**src/mvt_pkg.sv**
```systemverilog
package mvt_pkg;

  localparam int unsigned DIM         = 4;
  localparam int unsigned NUM_ENTRIES = DIM * DIM;
  localparam int unsigned IDX_W       = $clog2(NUM_ENTRIES);
  localparam int unsigned DATA_W      = 32;
  localparam int unsigned FRAC_W      = 16;
  localparam int unsigned PROD_W      = 2 * DATA_W;
  localparam int unsigned PAIR_W      = PROD_W + 1;
  localparam int unsigned SUM_W       = PROD_W + 2;

  typedef logic signed [DATA_W-1:0] data_t;
  typedef logic signed [PROD_W-1:0] prod_t;
  typedef logic signed [PAIR_W-1:0] pair_t;
  typedef logic signed [SUM_W-1:0]  sum_t;

  localparam data_t Q_ONE    = data_t'(1) <<< FRAC_W;
  localparam data_t DATA_MAX = {1'b0, {(DATA_W-1){1'b1}}};
  localparam data_t DATA_MIN = {1'b1, {(DATA_W-1){1'b0}}};

  typedef enum logic {
    OP_LOAD  = 1'b0,
    OP_XFORM = 1'b1
  } op_e;

  typedef data_t [NUM_ENTRIES-1:0] matrix_t;
  typedef data_t [DIM-1:0]         vec_t;
  typedef prod_t [DIM-1:0]         prod_row_t;
  typedef prod_row_t [DIM-1:0]     prod_mat_t;

  // products of one vector word, handed from the multiply stage to the adders
  typedef struct packed {
    logic      valid;
    prod_mat_t prod;
  } prod_stage_t;

  typedef struct packed {
    data_t value;
    logic  sat;
  } sat_res_t;

  // identity matrix in q16.16: one on the diagonal
  function automatic matrix_t identity_matrix();
    matrix_t m;
    logic [IDX_W-1:0] idx;
    for (int i = 0; i < NUM_ENTRIES; i++) begin
      idx  = IDX_W'(i);
      m[i] = (idx[IDX_W-1:IDX_W/2] == idx[IDX_W/2-1:0]) ? Q_ONE : '0;
    end
    return m;
  endfunction

  // signed 32x32 multiply, full 64-bit product
  function automatic prod_t mul_q(data_t a, data_t b);
    prod_t p;
    p = a * b;
    return p;
  endfunction

  // floor of sum / 2^16, clamped to the 32-bit signed range
  function automatic sat_res_t saturate(sum_t s);
    sat_res_t res;
    logic     fits;
    fits = (&s[SUM_W-1:FRAC_W+DATA_W-1]) || !(|s[SUM_W-1:FRAC_W+DATA_W-1]);
    if (fits) begin
      res.value = data_t'(s[FRAC_W+DATA_W-1:FRAC_W]);
      res.sat   = 1'b0;
    end else begin
      res.value = s[SUM_W-1] ? DATA_MIN : DATA_MAX;
      res.sat   = 1'b1;
    end
    return res;
  endfunction

endpackage

```
**src/mvt_sum_stage.sv**
```systemverilog
module mvt_sum_stage import mvt_pkg::*; (
  input  logic        clk_i,
  input  logic        rst_ni,
  input  prod_stage_t prod_i,
  output logic        prod_ready_o,
  output logic        out_valid_o,
  input  logic        out_ready_i,
  output vec_t        res_o,
  output logic        sat_o
);

  logic     pair_valid_q;
  pair_t    pair_q [DIM][2];
  pair_t    pair_d [DIM][2];
  logic     out_valid_q;
  vec_t     res_q;
  vec_t     res_d;
  logic     sat_q;
  logic     sat_d;
  logic     out_en;
  logic     pair_en;
  sat_res_t row_res [DIM];

  assign out_en       = !out_valid_q || out_ready_i;
  assign pair_en      = !pair_valid_q || out_en;
  assign prod_ready_o = pair_en;

  // first adder level: two pair sums per row
  always_comb begin
    for (int r = 0; r < DIM; r++) begin
      for (int h = 0; h < 2; h++) begin
        pair_d[r][h] = PAIR_W'(signed'(prod_i.prod[r][2*h])) +
                       PAIR_W'(signed'(prod_i.prod[r][2*h+1]));
      end
    end
  end

  always_ff @(posedge clk_i or negedge rst_ni) begin
    if (!rst_ni) begin
      pair_valid_q <= 1'b0;
    end else if (pair_en) begin
      pair_valid_q <= prod_i.valid;
    end
  end

  always_ff @(posedge clk_i) begin
    if (pair_en && prod_i.valid) begin
      pair_q <= pair_d;
    end
  end

  // final add, drop fraction bits, clamp
  always_comb begin
    sat_d = 1'b0;
    for (int r = 0; r < DIM; r++) begin
      row_res[r] = saturate(SUM_W'(pair_q[r][0]) + SUM_W'(pair_q[r][1]));
      res_d[r]   = row_res[r].value;
      sat_d      = sat_d | row_res[r].sat;
    end
  end

  // output register
  always_ff @(posedge clk_i or negedge rst_ni) begin
    if (!rst_ni) begin
      out_valid_q <= 1'b0;
    end else if (out_en) begin
      out_valid_q <= pair_valid_q;
    end
  end

  always_ff @(posedge clk_i) begin
    if (out_en && pair_valid_q) begin
      res_q <= res_d;
      sat_q <= sat_d;
    end
  end

  assign out_valid_o = out_valid_q;
  assign res_o       = res_q;
  assign sat_o       = sat_q;

`ifndef SYNTHESIS
  a_sat_at_bound: assert property (@(posedge clk_i) disable iff (!rst_ni)
    (out_valid_q && sat_q) |->
      (res_q[0] == DATA_MAX || res_q[0] == DATA_MIN ||
       res_q[1] == DATA_MAX || res_q[1] == DATA_MIN ||
       res_q[2] == DATA_MAX || res_q[2] == DATA_MIN ||
       res_q[3] == DATA_MAX || res_q[3] == DATA_MIN))
    else $error("saturated flag set with no component at a bound");

  a_pair_stall: assert property (@(posedge clk_i) disable iff (!rst_ni)
    (pair_valid_q && !out_en) |=> pair_valid_q)
    else $error("adder stage dropped a stalled word");

  a_pair_advance: assert property (@(posedge clk_i) disable iff (!rst_ni)
    (pair_valid_q && out_en) |=> out_valid_q)
    else $error("adder word did not reach the output register");
`endif

endmodule

```
**config.mk**
```make
export PLATFORM = sky130hd
export DESIGN_NAME = mvt_sum_stage
export DESIGN_NICKNAME = d
export VERILOG_FILES = /design/src/mvt_pkg.sv /design/src/mvt_sum_stage.sv
export SDC_FILE = /design/constraint.sdc
export NUM_CORES = 2
export LEC_CHECK = 0
export ABC_CLOCK_PERIOD_IN_PS = 16300
export BUFFER_PORTS_ARGS = -buffer_cell sky130_fd_sc_hd__buf_2
export CORE_AREA = 2 2 447 449
export DETAILED_ROUTE_END_ITERATION = 12
export DIE_AREA = 0 0 449 451
export GPL_ROUTABILITY_DRIVEN = 0
export PLACE_DENSITY_LB_ADDON = 0.3
export SLEW_MARGIN = 20
export SYNTH_ARGS = -nofsm -noshare
export SYNTH_HDL_FRONTEND = slang
export SYNTH_SLANG_ARGS = --single-unit
```
**constraint.sdc**
```tcl
create_clock -name clk_i -period 16.3 [get_ports clk_i]
set_input_delay 2.445 -clock clk_i [delete_from_list [all_inputs] [get_ports clk_i]]
set_output_delay 2.445 -clock clk_i [all_outputs]
set_load 0.01 [all_outputs]
```
==> reports/results.ini <==
[critical_path]
cpPeakStageDelay_ns = 0.76
path_cells = buf_2 -> ha_1 -> inv_1 -> nor3_1 -> a21oi_1 -> or4b_1 -> a2111oi_0 -> o21ai_0 -> a21bo_2 -> o41ai_2 -> a41oi_1 -> nor2b_1 -> o41ai_1 -> o21ai_0 -> xnor2_1
crit_top_cell = o21ai_0
worstPathRequired_ns = 16.75
crit_family = compound AO/OA/AOI/OAI gates
crit_path_max_fanout = 6
slowest_stage = a2111oi_0
rrSetupSlack_ns = 10.33
arrival_ns = 7.08
critical_path.startpoint_type = primary input
criticalPathCategory = primary input to register
crit_buf_inv = 2
endpoint_kind = register

[global_routing]
grt_pass1_wl_um = 333000
antenna_found_initial = 71
overflow = 0
track_usage = 0.215
grt_start_max_net_pins = 147
grt_pass1_vias = 54700

[sta]
tightest_slew_ns = 1.08
finClkSkew_ns = 0.0478
relSlewSlack = 0.272
setup_viol = 0
timing.final.crit_share = 0.407
min_period_ns = 6.63
fmax_ghz = 0.151
setup_tns_ns = 0
grt_setup_unrepaired = false
hold_violations = 0
slew_violations = 0

[power]
swShare = 0.382
p_switching_mw = 2.76
ir_drop_mv = 0.0785
power-per-cell-area_nw_per_um2 = 101
combPwrFrac = 0.421
p_total_mw = 7.21
internal_power_mw = 4.45
seq_power_share = 0.321
clkPwrFrac = 0.258
p_leak_nw = 31.1

[drt]
num_vias = 55500
drt_iter0_markers = 4077
drcViolationCount = 0
ant_nets = 0
via_per_inst = 5.37
wire_per_inst_um = 22.1
dr.pass1.iters = 7
routed_wl_um = 228000

[floorplan]
die_area_sq_um = 202000
dieHeight_um = 451
fp.coreArea_sq_um = 198000
initial_core_util = 0.302
die_w_um = 449
pin_count = 1159
rows = 164

[clocking]
clock-sinks = 651
cts_tree = built
postCtsSetupBuffers = 0
cts_hold_buf = 0
clkLatencyLatePin_ns = 0.72
cts_buffers = 80
clock-root-buffer = clkbuf_16
ctsResizeCount = 0
cts.htree.levels = 3
clkTransAtPathRegs_ns = 0.06
cts_buffer_depth = 3

[synthesis]
yosysSeqAreaShare = 0.327
ys.flop_type = edfxtp_1
netlist_area_sq_um = 59800
async_reset_ff_frac = 0.00307
syn_inst = 6462
synth_edf_count = 649
ys_ff_latch = 651
syn_nets = 8266
yosys_warnings = 0
syn_area_per_cell_sq_um = 9.26
synth.distinct_cells = 95

[cells_and_area]
layout_common_cells = 1158 x buf_2, 794 x a21oi_1, 768 x ha_1
drive_gt1_frac = 0.183
finalCoreUtilization = 0.360
final_common_cell = buf_2
fin_nets = 9374
fillCellCount = 20200
syn2layout_area_growth_pct = 19.3

[job]
max-cap-violations = 0

[status]
outcome = complete, no violations

[min_path]
hp-class = register to register

[placed_design]
io_buffers = 1158
hpwlAfterDp_um = 194000

-- final timing paths --
check / cells past startpoint / to / startpoint
min in group asynchronous: 1 / pair_valid_q / rst_ni
min: 1 / out_valid_o / pair_valid_q
max: 15 / pair_q[386] / prod_i[265]
min reg2reg: 1 / out_valid_o / pair_valid_q
max in group asynchronous: 1 / out_valid_o / rst_ni
max reg2reg: 18 / res_o[108] / pair_q[86]
-- metrics by stage --
| step | hold WS, ns | cell area, sq um | cells | worst slack (ns) |
|---|---|---|---|---|
| 2_1_floorplan | 0.449 | 59800 | 6462 | 0.926 |
| 3_3_place_gp | 0.474 | 68500 | 10100 | 8.92 |
| 3_5_place_dp | 0.485 | 68600 | 10100 | 8.91 |
| 4_1_cts | 0.503 | 71300 | 10300 | 9.70 |
| 5_1_grt | 0.518 | 71300 | 10300 | 9.36 |
| 6_report | 0.495 | 71400 | 10300 | 9.67 |
-- registers in the layout, summed over array words and instances, names as in the netlist --
signal,count
out_valid_o,1
res_o,128
sat_o,1
pair_valid_q,1
pair_q,520
-- layout make-up --
class,count,area [sq um],area share
tap,2656,3320,0.0465
antenna,47,118,0.00165
clock inverter,56,672,0.00941
clock buffer,92,2050,0.0287
sequential,651,19500,0.274
timing repair buffer,1186,6020,0.0843
multi-input combinational,5437,38900,0.544
inverter,214,803,0.0113
-- synth_stat cells (110+ instances only) --
cell,n,area [sq um]
a21o_1,437,3280
a21oi_1,795,3980
edfxtp_1,649,19500
nand4_1,125,782
nand3_1,157,786
nand2_1,411,1540
xnor2_1,431,3770
ha_1,768,9610
o21bai_1,110,826
inv_1,214,803
clkbuf_1,136,510
o21ai_0,434,2170
nor2_1,351,1320
xor2_1,216,1890
nor2b_1,120,751
nand2b_1,111,694
-- power groups by stage --
| stage | clock network [mW] | registers (mW) | logic [mW] |
|---|---|---|---|
| 3_3_place_gp | 0 | 2.36 | 2.97 |
| 4_1_cts | 1.94 | 2.32 | 3.01 |
| 2_1_floorplan | 0 | 2.35 | 2.05 |
| 6_report | 1.86 | 2.31 | 3.04 |
| 3_5_place_dp | 0 | 2.35 | 2.99 |
| 5_1_grt | 1.99 | 2.33 | 3.33 |
-- cells by family (layout without fill, tap and decap cells) --
| family | count (synthesis) | in the layout | share of synthesized area |
|---|---|---|---|
| mux | 39 | 39 | 0.00659 |
| buf+inv | 374 | 1548 | 0.0244 |
| other cells | 0 | 47 | 0 |
| flops | 651 | 651 | 0.327 |
| fa+ha+maj | 776 | 776 | 0.163 |
| compound gates | 2343 | 2343 | 0.248 |
| simple gates | 1632 | 1632 | 0.137 |
| xor+xnor | 647 | 647 | 0.0947 |
-- worst reg2reg max path, cell delays in order (launching register included) --
cell and delay (ns):
edfxtp_1 0.48, ha_1 0.48, nand4_1 0.13, or3_1 0.46, a211oi_1 0.21, a221oi_1 0.13, buf_4 0.20, o211ai_1 0.28
buf_4 0.22, a21oi_1 0.11, o21ai_0 0.77, nand4_1 0.17, a211oi_1 0.25, o2111ai_1 0.17, a211oi_1 0.37, mux2i_4 0.10
buf_4 0.24, nand2_1 0.63, o21ai_0 0.29
-- layer usage --
metal | global-route usage | part of all wire | up-vias
met3 | 0.0389 | 0.062 | 495
met4 | 0.132 | 0.066 | 30
met2 | 0.387 | 0.50 | 2130
met1 | 0.235 | 0.37 | 26100
li1 | - | - | 26700
met5 | 0 | 0.00087 | -
Note: power is estimated with default switching activity, not from simulation.
